[config.mk]
export PLATFORM = sky130hd
export DESIGN_NAME = array_list_insert_delete_find
export DESIGN_NICKNAME = d
export VERILOG_FILES = /design/src/rtl/core/alid_pkg.sv /design/src/rtl/core/alid_ctrl.sv /design/src/rtl/core/alid_dp.sv /design/src/rtl/core/array_list_insert_delete_find.sv
export SDC_FILE = /design/constraint.sdc
export NUM_CORES = 2
export LEC_CHECK = 0
export BUFFER_PORTS_ARGS = -buffer_cell sky130_fd_sc_hd__buf_2
export CAP_MARGIN = 20
export CORE_ASPECT_RATIO = 0.5
export CORE_MARGIN = 4
export CORE_UTILIZATION = 40
export DETAILED_ROUTE_END_ITERATION = 6
export SYNTH_ARGS = -nofsm -noshare
export SYNTH_HDL_FRONTEND = slang
export SYNTH_HIERARCHICAL = 1
export SYNTH_SLANG_ARGS = --single-unit
[constraint.sdc]
create_clock -name i_clk -period 8.5 [get_ports i_clk]
set_input_delay 0.85 -clock i_clk [delete_from_list [all_inputs] [get_ports i_clk]]
set_output_delay 0.85 -clock i_clk [all_outputs]
set_load 0.05 [all_outputs]
[src/rtl/core/alid_pkg.sv]
// Shared types and codes for the ordered list block.
`default_nettype none

package alid_pkg;

    // Request operation codes; codes above FIND are treated as bad requests
    typedef enum logic [2:0] {
        MODE_CLEAR  = 3'd0,
        MODE_INSERT = 3'd1,
        MODE_DELETE = 3'd2,
        MODE_GET    = 3'd3,
        MODE_UPDATE = 3'd4,
        MODE_FIND   = 3'd5
    } t_mode;

    // Result status codes
    localparam logic [1:0] ST_OK     = 2'd0;
    localparam logic [1:0] ST_FULL   = 2'd1;
    localparam logic [1:0] ST_BADPOS = 2'd2;
    localparam logic [1:0] ST_NOKEY  = 2'd3;

    // Walk pointer load selection
    typedef enum logic [2:0] {
        P_NONE,
        P_CNT_M1,
        P_POS_P1,
        P_ZERO,
        P_POS
    } t_pinit;

    // Controller state
    typedef enum logic [3:0] {
        S_IDLE,
        S_DECODE,
        S_UP,
        S_DN,
        S_FLUSH,
        S_PUT,
        S_GET_RD,
        S_GET_WAIT,
        S_FIND,
        S_DONE
    } t_state;

    // Commands from controller to datapath
    typedef struct packed {
        logic       capture;
        t_pinit     pinit;
        logic       rd;
        logic       step_up;
        logic       shift;
        logic       cmp;
        logic       put;
        logic       cnt_clr;
        logic       cnt_inc;
        logic       cnt_dec;
        logic       res_load;
        logic [1:0] res_status;
        logic       res_found;
        logic       res_data;
        logic       out_load;
    } t_dp_cmd;

    // Status from datapath to controller
    typedef struct packed {
        t_mode mode;
        logic  full;
        logic  pos_gt;
        logic  pos_ge;
        logic  pos_eq;
        logic  del_last;
        logic  ptr_at_pos;
        logic  ptr_at_last;
        logic  cnt_zero;
        logic  hit;
        logic  find_end;
        logic  wpend;
        logic  out_free;
    } t_dp_st;

endpackage

`default_nettype wire

[src/rtl/core/alid_ctrl.sv]
// Controller state machine sequencing each list request.
`default_nettype none

module alid_ctrl
    import alid_pkg::*;
(
    input  wire logic    i_clk,
    input  wire logic    i_rst_n,
    input  wire logic    i_s_tvalid,
    output logic         o_s_tready,
    input  wire t_dp_st  i_st,
    output t_dp_cmd      o_cmd
);

    t_state r_state;
    t_state n_state;

    // State register
    always_ff @(posedge i_clk) begin
        if (!i_rst_n) begin
            r_state <= S_IDLE;
        end else begin
            r_state <= n_state;
        end
    end

    // Next state
    always_comb begin
        n_state = r_state;
        case (r_state)
            S_IDLE: begin
                if (i_s_tvalid) n_state = S_DECODE;
            end
            S_DECODE: begin
                case (i_st.mode)
                    MODE_INSERT: begin
                        if (i_st.full || i_st.pos_gt) n_state = S_DONE;
                        else if (i_st.pos_eq)         n_state = S_PUT;
                        else                          n_state = S_UP;
                    end
                    MODE_DELETE: begin
                        if (i_st.pos_ge || i_st.del_last) n_state = S_DONE;
                        else                              n_state = S_DN;
                    end
                    MODE_GET: begin
                        if (i_st.pos_ge) n_state = S_DONE;
                        else             n_state = S_GET_RD;
                    end
                    MODE_UPDATE: begin
                        if (i_st.pos_ge) n_state = S_DONE;
                        else             n_state = S_PUT;
                    end
                    MODE_FIND: begin
                        if (i_st.cnt_zero) n_state = S_DONE;
                        else               n_state = S_FIND;
                    end
                    default: n_state = S_DONE;
                endcase
            end
            S_UP: begin
                if (i_st.ptr_at_pos) n_state = S_FLUSH;
            end
            S_DN: begin
                if (i_st.ptr_at_last) n_state = S_FLUSH;
            end
            S_FLUSH: begin
                if (i_st.mode == MODE_INSERT) n_state = S_PUT;
                else                          n_state = S_DONE;
            end
            S_PUT:      n_state = S_DONE;
            S_GET_RD:   n_state = S_GET_WAIT;
            S_GET_WAIT: n_state = S_DONE;
            S_FIND: begin
                if (i_st.hit || i_st.find_end) n_state = S_DONE;
            end
            S_DONE: begin
                if (i_st.out_free) n_state = S_IDLE;
            end
            default: n_state = S_IDLE;
        endcase
    end

    // Outputs
    always_comb begin
        o_cmd      = '0;
        o_s_tready = 1'b0;
        case (r_state)
            S_IDLE: begin
                // Refuse input while reset is held
                o_s_tready    = i_rst_n;
                o_cmd.capture = i_s_tvalid && i_rst_n;
            end
            S_DECODE: begin
                case (i_st.mode)
                    MODE_CLEAR: begin
                        o_cmd.cnt_clr    = 1'b1;
                        o_cmd.res_load   = 1'b1;
                        o_cmd.res_status = ST_OK;
                    end
                    MODE_INSERT: begin
                        if (i_st.full) begin
                            o_cmd.res_load   = 1'b1;
                            o_cmd.res_status = ST_FULL;
                        end else if (i_st.pos_gt) begin
                            o_cmd.res_load   = 1'b1;
                            o_cmd.res_status = ST_BADPOS;
                        end else if (!i_st.pos_eq) begin
                            o_cmd.pinit = P_CNT_M1;
                        end
                    end
                    MODE_DELETE: begin
                        if (i_st.pos_ge) begin
                            o_cmd.res_load   = 1'b1;
                            o_cmd.res_status = ST_BADPOS;
                        end else if (i_st.del_last) begin
                            o_cmd.cnt_dec    = 1'b1;
                            o_cmd.res_load   = 1'b1;
                            o_cmd.res_status = ST_OK;
                        end else begin
                            o_cmd.pinit = P_POS_P1;
                        end
                    end
                    MODE_GET: begin
                        if (i_st.pos_ge) begin
                            o_cmd.res_load   = 1'b1;
                            o_cmd.res_status = ST_BADPOS;
                        end else begin
                            o_cmd.pinit = P_POS;
                        end
                    end
                    MODE_UPDATE: begin
                        if (i_st.pos_ge) begin
                            o_cmd.res_load   = 1'b1;
                            o_cmd.res_status = ST_BADPOS;
                        end
                    end
                    MODE_FIND: begin
                        if (i_st.cnt_zero) begin
                            o_cmd.res_load   = 1'b1;
                            o_cmd.res_status = ST_NOKEY;
                        end else begin
                            o_cmd.pinit = P_ZERO;
                        end
                    end
                    default: begin
                        o_cmd.res_load   = 1'b1;
                        o_cmd.res_status = ST_BADPOS;
                    end
                endcase
            end
            S_UP: begin
                o_cmd.rd    = 1'b1;
                o_cmd.shift = 1'b1;
            end
            S_DN: begin
                o_cmd.rd      = 1'b1;
                o_cmd.shift   = 1'b1;
                o_cmd.step_up = 1'b1;
            end
            S_FLUSH: begin
                if (i_st.mode != MODE_INSERT) begin
                    o_cmd.cnt_dec    = 1'b1;
                    o_cmd.res_load   = 1'b1;
                    o_cmd.res_status = ST_OK;
                end
            end
            S_PUT: begin
                o_cmd.put        = 1'b1;
                o_cmd.cnt_inc    = (i_st.mode == MODE_INSERT);
                o_cmd.res_load   = 1'b1;
                o_cmd.res_status = ST_OK;
            end
            S_GET_RD: begin
                o_cmd.rd = 1'b1;
            end
            S_GET_WAIT: begin
                o_cmd.res_load   = 1'b1;
                o_cmd.res_status = ST_OK;
                o_cmd.res_data   = 1'b1;
            end
            S_FIND: begin
                if (i_st.hit) begin
                    o_cmd.res_load   = 1'b1;
                    o_cmd.res_status = ST_OK;
                    o_cmd.res_found  = 1'b1;
                end else if (i_st.find_end) begin
                    o_cmd.res_load   = 1'b1;
                    o_cmd.res_status = ST_NOKEY;
                end else begin
                    o_cmd.rd      = 1'b1;
                    o_cmd.cmp     = 1'b1;
                    o_cmd.step_up = 1'b1;
                end
            end
            S_DONE: begin
                o_cmd.out_load = i_st.out_free;
            end
            default: begin
                o_cmd = '0;
            end
        endcase
    end

endmodule

`default_nettype wire

[src/rtl/core/alid_dp.sv]
// Datapath: request registers, record store, walk pointer, count and result registers.
`default_nettype none

module alid_dp
    import alid_pkg::*;
#(
    parameter int DEPTH        = 32,
    parameter int KEY_BITS     = 64,
    parameter int PAYLOAD_BITS = 32
) (
    input  wire logic          i_clk,
    input  wire logic          i_rst_n,
    input  wire logic [2:0]    i_mode,
    input  wire logic [4:0]    i_position,
    input  wire logic          i_append,
    input  wire logic [63:0]   i_item_key,
    input  wire logic [31:0]   i_item_payload,
    input  wire t_dp_cmd       i_cmd,
    output t_dp_st             o_st,
    input  wire logic          i_out_ready,
    output logic               o_out_valid,
    output logic [1:0]         o_status,
    output logic [4:0]         o_found_position,
    output logic [63:0]        o_out_key,
    output logic [31:0]        o_out_payload,
    output logic [5:0]         o_entry_count
);

    localparam int AW    = $clog2(DEPTH);
    localparam int CW    = $clog2(DEPTH + 1);
    localparam int CMPW  = (CW > 5) ? CW : 5;
    localparam int WW    = KEY_BITS + PAYLOAD_BITS;
    localparam int PEXTW = (PAYLOAD_BITS > 32) ? PAYLOAD_BITS : 32;

    // Record store: key in the upper bits, payload in the lower bits
    logic [WW-1:0] r_mem [DEPTH];
    logic [WW-1:0] r_rd_word;

    // Request registers
    t_mode                   r_mode;
    logic [4:0]              r_pos;
    logic                    r_app;
    logic [KEY_BITS-1:0]     r_req_key;
    logic [PAYLOAD_BITS-1:0] r_req_pay;

    // Walk and control registers
    logic [CW-1:0] r_cnt;
    logic [AW-1:0] r_ptr;
    logic [AW-1:0] r_waddr;
    logic          r_wpend;
    logic [AW-1:0] r_cmp_addr;
    logic          r_cmp_pend;

    // Result and output registers
    logic [1:0]              r_res_status;
    logic [AW-1:0]           r_res_found;
    logic [KEY_BITS-1:0]     r_res_key;
    logic [PAYLOAD_BITS-1:0] r_res_pay;
    logic                    r_out_valid;
    logic [1:0]              r_out_status;
    logic [4:0]              r_out_found;
    logic [63:0]             r_out_key;
    logic [31:0]             r_out_pay;
    logic [5:0]              r_out_cnt;

    logic [CMPW-1:0]         w_cnt_ext;
    logic [CMPW-1:0]         w_pos_eff;
    logic [CMPW-1:0]         w_ptr_ext;
    logic [CMPW-1:0]         w_cmp_ext;
    logic [CW-1:0]           w_cnt_m1;
    logic [CMPW-1:0]         w_pos_p1;
    logic [PEXTW-1:0]        w_pay_ext;
    logic [KEY_BITS-1:0]     w_rd_key;
    logic [PAYLOAD_BITS-1:0] w_rd_pay;
    logic                    w_we;
    logic [AW-1:0]           w_wa;
    logic [WW-1:0]           w_wd;
    logic                    w_out_free;

    // Effective position: an append inserts at the current count
    assign w_cnt_ext = CMPW'(r_cnt);
    assign w_pos_eff = (r_app && (r_mode == MODE_INSERT)) ? w_cnt_ext : CMPW'(r_pos);
    assign w_ptr_ext = CMPW'(r_ptr);
    assign w_cmp_ext = CMPW'(r_cmp_addr);
    assign w_cnt_m1  = r_cnt - CW'(1);
    assign w_pos_p1  = w_pos_eff + CMPW'(1);
    assign w_pay_ext = PEXTW'(i_item_payload);
    assign w_rd_key  = r_rd_word[WW-1:PAYLOAD_BITS];
    assign w_rd_pay  = r_rd_word[PAYLOAD_BITS-1:0];
    assign w_out_free = !r_out_valid || i_out_ready;

    // Status to the controller
    always_comb begin
        o_st.mode        = r_mode;
        o_st.full        = (r_cnt == CW'(DEPTH));
        o_st.pos_gt      = (w_pos_eff > w_cnt_ext);
        o_st.pos_ge      = (w_pos_eff >= w_cnt_ext);
        o_st.pos_eq      = (w_pos_eff == w_cnt_ext);
        o_st.del_last    = (w_pos_p1 == w_cnt_ext);
        o_st.ptr_at_pos  = (w_ptr_ext == w_pos_eff);
        o_st.ptr_at_last = ((w_ptr_ext + CMPW'(1)) == w_cnt_ext);
        o_st.cnt_zero    = (r_cnt == '0);
        o_st.hit         = r_cmp_pend && (w_rd_key == r_req_key);
        o_st.find_end    = r_cmp_pend && ((w_cmp_ext + CMPW'(1)) == w_cnt_ext);
        o_st.wpend       = r_wpend;
        o_st.out_free    = w_out_free;
    end

    // Write port: a pending shift write, else a new record at the position
    always_comb begin
        w_we = r_wpend || i_cmd.put;
        if (r_wpend) begin
            w_wa = r_waddr;
            w_wd = r_rd_word;
        end else begin
            w_wa = w_pos_eff[AW-1:0];
            w_wd = {r_req_key, r_req_pay};
        end
    end

    // Store write and registered read
    always_ff @(posedge i_clk) begin
        if (w_we) begin
            r_mem[w_wa] <= w_wd;
        end
        if (i_cmd.rd) begin
            r_rd_word <= r_mem[r_ptr];
        end
    end

    // Control registers
    always_ff @(posedge i_clk) begin
        if (!i_rst_n) begin
            r_cnt       <= '0;
            r_wpend     <= 1'b0;
            r_cmp_pend  <= 1'b0;
            r_out_valid <= 1'b0;
        end else begin
            r_wpend    <= i_cmd.rd && i_cmd.shift;
            r_cmp_pend <= i_cmd.rd && i_cmd.cmp;
            if (i_cmd.cnt_clr) begin
                r_cnt <= '0;
            end else if (i_cmd.cnt_inc) begin
                r_cnt <= r_cnt + CW'(1);
            end else if (i_cmd.cnt_dec) begin
                r_cnt <= w_cnt_m1;
            end
            if (i_cmd.out_load) begin
                r_out_valid <= 1'b1;
            end else if (i_out_ready) begin
                r_out_valid <= 1'b0;
            end
        end
    end

    // Request capture, walk pointer and result registers
    always_ff @(posedge i_clk) begin
        if (i_cmd.capture) begin
            r_mode    <= t_mode'(i_mode);
            r_pos     <= i_position;
            r_app     <= i_append;
            r_req_key <= KEY_BITS'(i_item_key);
            r_req_pay <= w_pay_ext[PAYLOAD_BITS-1:0];
        end
        case (i_cmd.pinit)
            P_CNT_M1: r_ptr <= w_cnt_m1[AW-1:0];
            P_POS_P1: r_ptr <= w_pos_p1[AW-1:0];
            P_ZERO:   r_ptr <= '0;
            P_POS:    r_ptr <= w_pos_eff[AW-1:0];
            default: begin
                if (i_cmd.rd) begin
                    r_ptr <= i_cmd.step_up ? (r_ptr + AW'(1)) : (r_ptr - AW'(1));
                end
            end
        endcase
        if (i_cmd.rd) begin
            r_waddr    <= i_cmd.step_up ? (r_ptr - AW'(1)) : (r_ptr + AW'(1));
            r_cmp_addr <= r_ptr;
        end
        if (i_cmd.res_load) begin
            r_res_status <= i_cmd.res_status;
            r_res_found  <= i_cmd.res_found ? r_cmp_addr : '0;
            r_res_key    <= i_cmd.res_data ? w_rd_key : '0;
            r_res_pay    <= i_cmd.res_data ? w_rd_pay : '0;
        end
        if (i_cmd.out_load) begin
            r_out_status <= r_res_status;
            r_out_found  <= 5'(r_res_found);
            r_out_key    <= 64'(r_res_key);
            r_out_pay    <= 32'(r_res_pay);
            r_out_cnt    <= 6'(r_cnt);
        end
    end

    assign o_out_valid      = r_out_valid;
    assign o_status         = r_out_status;
    assign o_found_position = r_out_found;
    assign o_out_key        = r_out_key;
    assign o_out_payload    = r_out_pay;
    assign o_entry_count    = r_out_cnt;

endmodule

`default_nettype wire

[src/rtl/core/array_list_insert_delete_find.sv]
// Top level of the ordered positional list: stream ports, controller and datapath.
//
// Keeps up to DEPTH records (key, payload) packed from slot 0 and serves one
// request per input item: clear, insert, delete, get, update or find by key.
// Each request gives exactly one result item carrying status and entry count.
// Input channel i_s_axis_*: operation code in tuser, the rest in tdata.
// Output channel o_m_axis_*: status, found slot, key, payload and count.
// One request is worked at a time; the records sit in a store with one write
// and one registered read port, and insert, delete and find walk it one slot
// a cycle. The result waits in an output register and the next item is taken
// in the cycle after it is written there. A stalled receiver holds the block
// only when a second result is ready. Reset refuses input, empties the list
// and drops any pending result; the record store itself is not cleared and
// needs no clearing pass.
`default_nettype none

module array_list_insert_delete_find
    import alid_pkg::*;
#(
    parameter int DEPTH        = 32,
    parameter int KEY_BITS     = 64,
    parameter int PAYLOAD_BITS = 32
) (
    input  wire logic         i_clk,
    input  wire logic         i_rst_n,
    input  wire logic         i_s_axis_tvalid,
    output logic              o_s_axis_tready,
    // position[4:0], append[5], item_key[69:6], item_payload[101:70], zero[103:102]
    input  wire logic [103:0] i_s_axis_tdata,
    // mode[2:0]
    input  wire logic [2:0]   i_s_axis_tuser,
    output logic              o_m_axis_tvalid,
    input  wire logic         i_m_axis_tready,
    // status[1:0], found_position[6:2], out_key[70:7], out_payload[102:71],
    // entry_count[108:103], zero[111:109]
    output logic [111:0]      o_m_axis_tdata
);

    t_dp_cmd     w_cmd;
    t_dp_st      w_st;
    logic [1:0]  w_status;
    logic [4:0]  w_found;
    logic [63:0] w_key;
    logic [31:0] w_pay;
    logic [5:0]  w_cnt;

    // Sequencer
    alid_ctrl u_ctrl (
        .i_clk      (i_clk),
        .i_rst_n    (i_rst_n),
        .i_s_tvalid (i_s_axis_tvalid),
        .o_s_tready (o_s_axis_tready),
        .i_st       (w_st),
        .o_cmd      (w_cmd)
    );

    // Store and registers
    alid_dp #(
        .DEPTH        (DEPTH),
        .KEY_BITS     (KEY_BITS),
        .PAYLOAD_BITS (PAYLOAD_BITS)
    ) u_dp (
        .i_clk            (i_clk),
        .i_rst_n          (i_rst_n),
        .i_mode           (i_s_axis_tuser),
        .i_position       (i_s_axis_tdata[4:0]),
        .i_append         (i_s_axis_tdata[5]),
        .i_item_key       (i_s_axis_tdata[69:6]),
        .i_item_payload   (i_s_axis_tdata[101:70]),
        .i_cmd            (w_cmd),
        .o_st             (w_st),
        .i_out_ready      (i_m_axis_tready),
        .o_out_valid      (o_m_axis_tvalid),
        .o_status         (w_status),
        .o_found_position (w_found),
        .o_out_key        (w_key),
        .o_out_payload    (w_pay),
        .o_entry_count    (w_cnt)
    );

    // Pack the result item
    assign o_m_axis_tdata = {3'b000, w_cnt, w_pay, w_key, w_found, w_status};

    // A shift write never meets a new record write
    a_no_write_clash: assert property (@(posedge i_clk) disable iff (!i_rst_n)
        !(w_st.wpend && w_cmd.put))
        else $error("shift write and record write in the same cycle");

    // A result is only loaded once the previous one has gone
    a_no_overwrite: assert property (@(posedge i_clk) disable iff (!i_rst_n)
        w_cmd.out_load |-> w_st.out_free)
        else $error("result register overwritten before being taken");

    // An accepted item blocks further input while it is worked
    a_busy_after_accept: assert property (@(posedge i_clk) disable iff (!i_rst_n)
        w_cmd.capture |=> !o_s_axis_tready)
        else $error("input taken while a request is in progress");

    // No shift write is left pending once the block is ready again
    a_idle_clean: assert property (@(posedge i_clk) disable iff (!i_rst_n)
        o_s_axis_tready |-> !w_st.wpend)
        else $error("shift write pending while idle");

endmodule

`default_nettype wire
* After elaboration in Yosys (flattened, before gate mapping)
Memories as Yosys holds them, arrays and structs flattened. A register that Yosys moved wholly into a read port is not among the register bits.
Cells that the tools add are included.
** Storage, ports and cells
- Register bits :: 345
- Latch bits :: 0
- RAM bits :: 3072
- Memory bits (read-only) :: 0
- Bits of input ports :: 111
- Output and inout bits :: 114
- Word-level logic and storage cells :: 156
- Memories :: 1
** Memories
- u_dp.r_mem :: words 32, bits a word 96, read ports 1, clocked after Yosys merged registers in 1, write ports 1, RTL line alid_dp.sv:36 : logic [WW-1:0] r_mem [DEPTH];
** Operators by class
- $add $sub $neg :: 7
- Multipliers :: 0
- Div/mod/pow operators :: 0
- Magnitude comparators :: 2
- Equal/unequal tests :: 31
- Shifts and indexed selects :: 0
- Mux-type cells :: 68
- Bitwise operators :: 1
- Reductions and logical operators :: 24
** Operators with widths (count)
- 96-bit two-way mux :: 1
- 64-bit equality test :: 1
- 4-bit two-way mux :: 12
- 3-bit two-way mux :: 13
- 4-bit one-hot mux with 9 select lines :: 1
- 6-bit equality test :: 4
- 3-bit one-hot mux with 4 select lines :: 2
- 1-bit two-way mux :: 22
- 5-bit two-way mux :: 4
- 4-bit one-hot mux with 5 select lines :: 1
- 5-bit one-hot mux with 4 select lines :: 1
- 6-bit two-way mux :: 3
- 4-bit by 3-bit equality test with 1-bit output, second input constant :: 4
- 3-bit one-hot mux with 5 select lines :: 1
- 5-bit by 1-bit adder with 6-bit output, second input constant :: 2
- 6-bit by 1-bit adder with 6-bit output, second input constant :: 2
- 3-bit by 2-bit equality test with 1-bit output, second input constant :: 4
- 3-bit equality test, second input constant :: 3
- 4-bit by 2-bit equality test with 1-bit output, second input constant :: 2
- 4-bit equality test, second input constant :: 2
- 2-bit two-way mux :: 4
- 2-bit by 1-bit != test with 1-bit output, second input constant :: 4
- 2-bit OR reduction :: 4
- 3-bit by 1-bit equality test with 1-bit output, second input constant :: 2
- other kinds (22) :: 34

* Depth between registers and ports, before layout
- Depth after elaboration :: 11
- Depth in mapped cells :: 18
- Depth with buffers taken out :: 16

* Modules after synthesis
Netlist, hierarchy kept.
** Modules (own cells, without submodules)
- alid_dp :: instances 1, cells each 5399, area an instance 133239.0 um^2, sequential area each 105281.0 um^2
- alid_ctrl :: instances 1, cells each 132, area an instance 860.8 um^2, sequential area each 80.1 um^2
- array_list_insert_delete_find :: instances 1, cells each 4, area an instance 26.3 um^2, sequential area each 0.0 um^2

* Worst setup path before layout
OpenSTA, ideal clock, no wires.
- Path kind :: reg-to-reg
- Start :: register u_dp.r_mode[2]
- End :: register u_dp.r_res_found[0] (enable)
- Setup time :: 609 ps
- Arrival time :: 7920 ps
- Data required time :: 7891 ps
- Path slack :: -29 ps
- Stages on the path, launching flop included :: 15
- Path buffers :: 2
- Period minus slack after synthesis :: 8529 ps
- Cell sequence :: edfxtp_1 > nand4bb_1 > clkbuf_1 > mux2i_1 > inv_2 > ha_1 > and3_1 > o21ai_0 > nand2_1 > and2_1 > clkbuf_1 > mux2i_1 > o221ai_1 > a21oi_1 > o221ai_1
** RTL lines
- from (decl) :: RTL line alid_dp.sv:40 : t_mode r_mode;
- from (signal assigned) :: RTL line alid_dp.sv:159 : r_mode <= t_mode'(i_mode);
- to (signal assigned) :: RTL line alid_dp.sv:182 : r_res_found <= i_cmd.res_found ? r_cmp_addr : '0;
- to (decl) :: RTL line alid_dp.sv:56 : logic [AW-1:0] r_res_found;

==> results.py <==
metrics = {
    "finish": {
        "nFillCells": 27161,
        "fin_cells": 10689,
        "drive_gt1_frac": 0.320,
        "areaGrowthSynthToFinish_pct": 12.9,
        "nNetsFinal": 6075,
    },
    "timing": {
        "period_needed_ns": 5.48,
        "hold_slack_ns": 0.151,
        "setup_violations": 0,
        "max_slew_margin": 0.229,
        "fmax_ghz": 0.182,
        "tightestPinTransition_ns": 1.16,
        "fin_skew_ns": 0.0526,
        "rsz0062_at_grt": "false",
        "tns_ns": 0,
        "finalHoldViolCount": 0,
        "timing.final.crit_share": 0.645,
        "finalMaxSlewViolations": 0,
    },
    "pwr": {
        "combPwrFrac": 0.139,
        "powerDensity_mw_per_mm2": 260,
        "power_mw": 39.3,
        "ir_drop_mv": 0.209,
        "power_leakage_nw": 46.5,
        "power_switching_mw": 9.39,
        "clockPowerShare": 0.354,
        "p_int_mw": 29.9,
        "power_frac_seq": 0.507,
        "swShare": 0.239,
    },
    "placement": {
        "dp.cells": 10106,
        "numPortBuffers": 219,
        "gp_congestion": 0.845,
        "dp_hpwl_mm": 173,
    },
    "clock_tree": {
        "clock_path_buffers": 4,
        "hold_buffers": 0,
        "root_buffer": "clkbuf_16",
        "postCtsSetupBuffers": 0,
        "cts_htree_levels": 5,
        "cts_tree": "built",
        "cts_num_sinks": 3513,
        "clkTransAtPathRegs_ns": 0.07,
        "cts_buffers": 326,
        "ctsResizeCount": 0,
        "worstSkewPairLatency_ns": 0.87,
    },
    "global_route": {
        "grt_pass1_wl_mm": 480,
        "overflow": 0,
        "grt_pass1_vias": 62721,
        "grt_max_degree": 141,
        "antenna_found_initial": 10,
        "globalRouteTotalUtil": 0.194,
    },
    "die": {
        "design.portCount": 225,
        "die_x_um": 827,
        "die_y_um": 417,
        "die_area_mm2": 0.345,
        "initial_core_util": 0.402,
        "core_area_mm2": 0.334,
        "rows": 150,
    },
    "detailed_routing": {
        "antenna_left": 0,
        "route.detailed.drc": 1,
        "wl_per_cell_um": 31.8,
        "routed_via_density": 5.77,
        "dr_total_vias": 61708,
        "dr.pass1.iters": 7,
        "drt_iter0_drc": 8867,
        "drt-total-wl_mm": 340,
    },
    "synth": {
        "syn_avg_cell_area_um2": 24.2,
        "syn-cell-area_mm2": 0.134,
        "yosysWarnings": 6,
        "syn_inst": 5534,
    },
    "critical_path": {
        "critical_path_class": "reg2reg",
        "start_kind": "flop",
        "cp_max_fo": 18,
        "crit_path_end_kind": "flop",
        "cp.arrival_ns": 6.09,
        "critical_path_required_ns": 9.10,
    },
    "outcome": {
        "status": "finished with violations",
        "violations": "DRC",
    },
    "worst_hold_path": {
        "holdCritPathClass": "in2reg",
    },
    "flow_run": {
        "cap_violations": 0,
    },
}
worst max-delay path, cell delays in order (launching register included):
cell and delay (ns):
edfxtp_1 0.64, nand4bb_1 0.73, mux2i_1 0.68, inv_2 0.17
ha_1 0.33, a21o_1 0.16, a21oi_1 0.18, nand2_1 0.08
and3b_1 0.21, or3_1 0.42, or2_2 0.29, a21oi_1 0.48
inv_1 0.19, nand2_1 0.12, o22a_1 0.15, o22ai_1 0.09
a311o_1 0.32
layer usage:
layer  vias up  track usage  wire length (um)
met5         -            0                34
met4         4       0.0582             11200
met3       559       0.0269             25200
met2      2936        0.319            167000
met1     33683        0.273            136000
li1      24526            -                 -
metrics by stage:
step                setup WS [ns]  area (um2)   util
global route                 2.70      151000  0.453
detailed placement           3.22      141000  0.423
floorplan                    2.06      134000      -
finish                       3.02      151000  0.453
global placement             3.12      141000  0.423
CTS                          3.20      151000  0.453
cell type report:
class / instances / area (um2) / share of cell area
sequential: 3513 / 105000 / 0.696
multi-input combinational: 1708 / 27700 / 0.183
clock buffer: 394 / 8540 / 0.0564
tap: 4484 / 5610 / 0.0371
timing repair buffer: 366 / 2620 / 0.0173
clock inverter: 179 / 1360 / 0.00899
inverter: 38 / 143 / 0.000942
antenna: 7 / 17.5 / 0.000116
layout by cell type (no fill, tap or decap), types with 10 or more instances in the layout:
master,count
buf_4,116
clkinv_2,44
and3_1,10
buf_2,219
a21oi_1,19
dfxtp_1,12
clkbuf_16,332
nor2_4,33
nand4_1,16
nor2_1,31
o21ai_0,15
mux2i_1,18
xnor2_1,60
clkinv_1,94
xor2_1,26
mux4_2,960
and2_1,105
mux2_2,191
nand3_1,23
edfxtp_1,3500
clkbuf_1,62
nor4_1,10
nor2b_1,12
inv_1,33
o22ai_1,12
buf_12,27
bufinv_16,19
nand2b_1,10
ha_1,11
o21ai_1,10
nand2_1,42
state kept, by name (all words and copies together) (netlist names), 32 cells and up:
signal / flops
u_dp/o_out_payload: 32
u_dp/r_req_pay: 32
u_dp/o_out_key: 64
u_dp/r_res_pay: 32
u_dp/r_rd_word: 96
u_dp/r_mem: 3072
u_dp/r_res_key: 64
u_dp/r_req_key: 64
final timing paths:
check | cells after the start | start | slack, ns | end
min reg2reg | 0 | u_dp/r_res_key[34] | 0.42 | u_dp/o_out_key[34]
max reg2reg | 16 | u_dp/r_mode[2] | 3.02 | u_dp/r_ptr[4]
min | 1 | i_s_axis_tdata[42] | 0.15 | u_dp/r_req_key[36]
max | 16 | u_dp/r_mode[2] | 3.02 | u_dp/r_ptr[4]
power groups by stage:
stage | Clock [mW] | Sequential (mW) | Combinational (mW)
6_report | 13.9 | 19.9 | 5.47
3_3_place_gp | 0 | 20.3 | 5.37
4_1_cts | 14.2 | 20.0 | 5.50
5_1_grt | 15.0 | 20.0 | 5.80
3_5_place_dp | 0 | 20.3 | 5.47
2_1_floorplan | 0 | 20.3 | 3.86
Power figures use the tool's default switching activity.
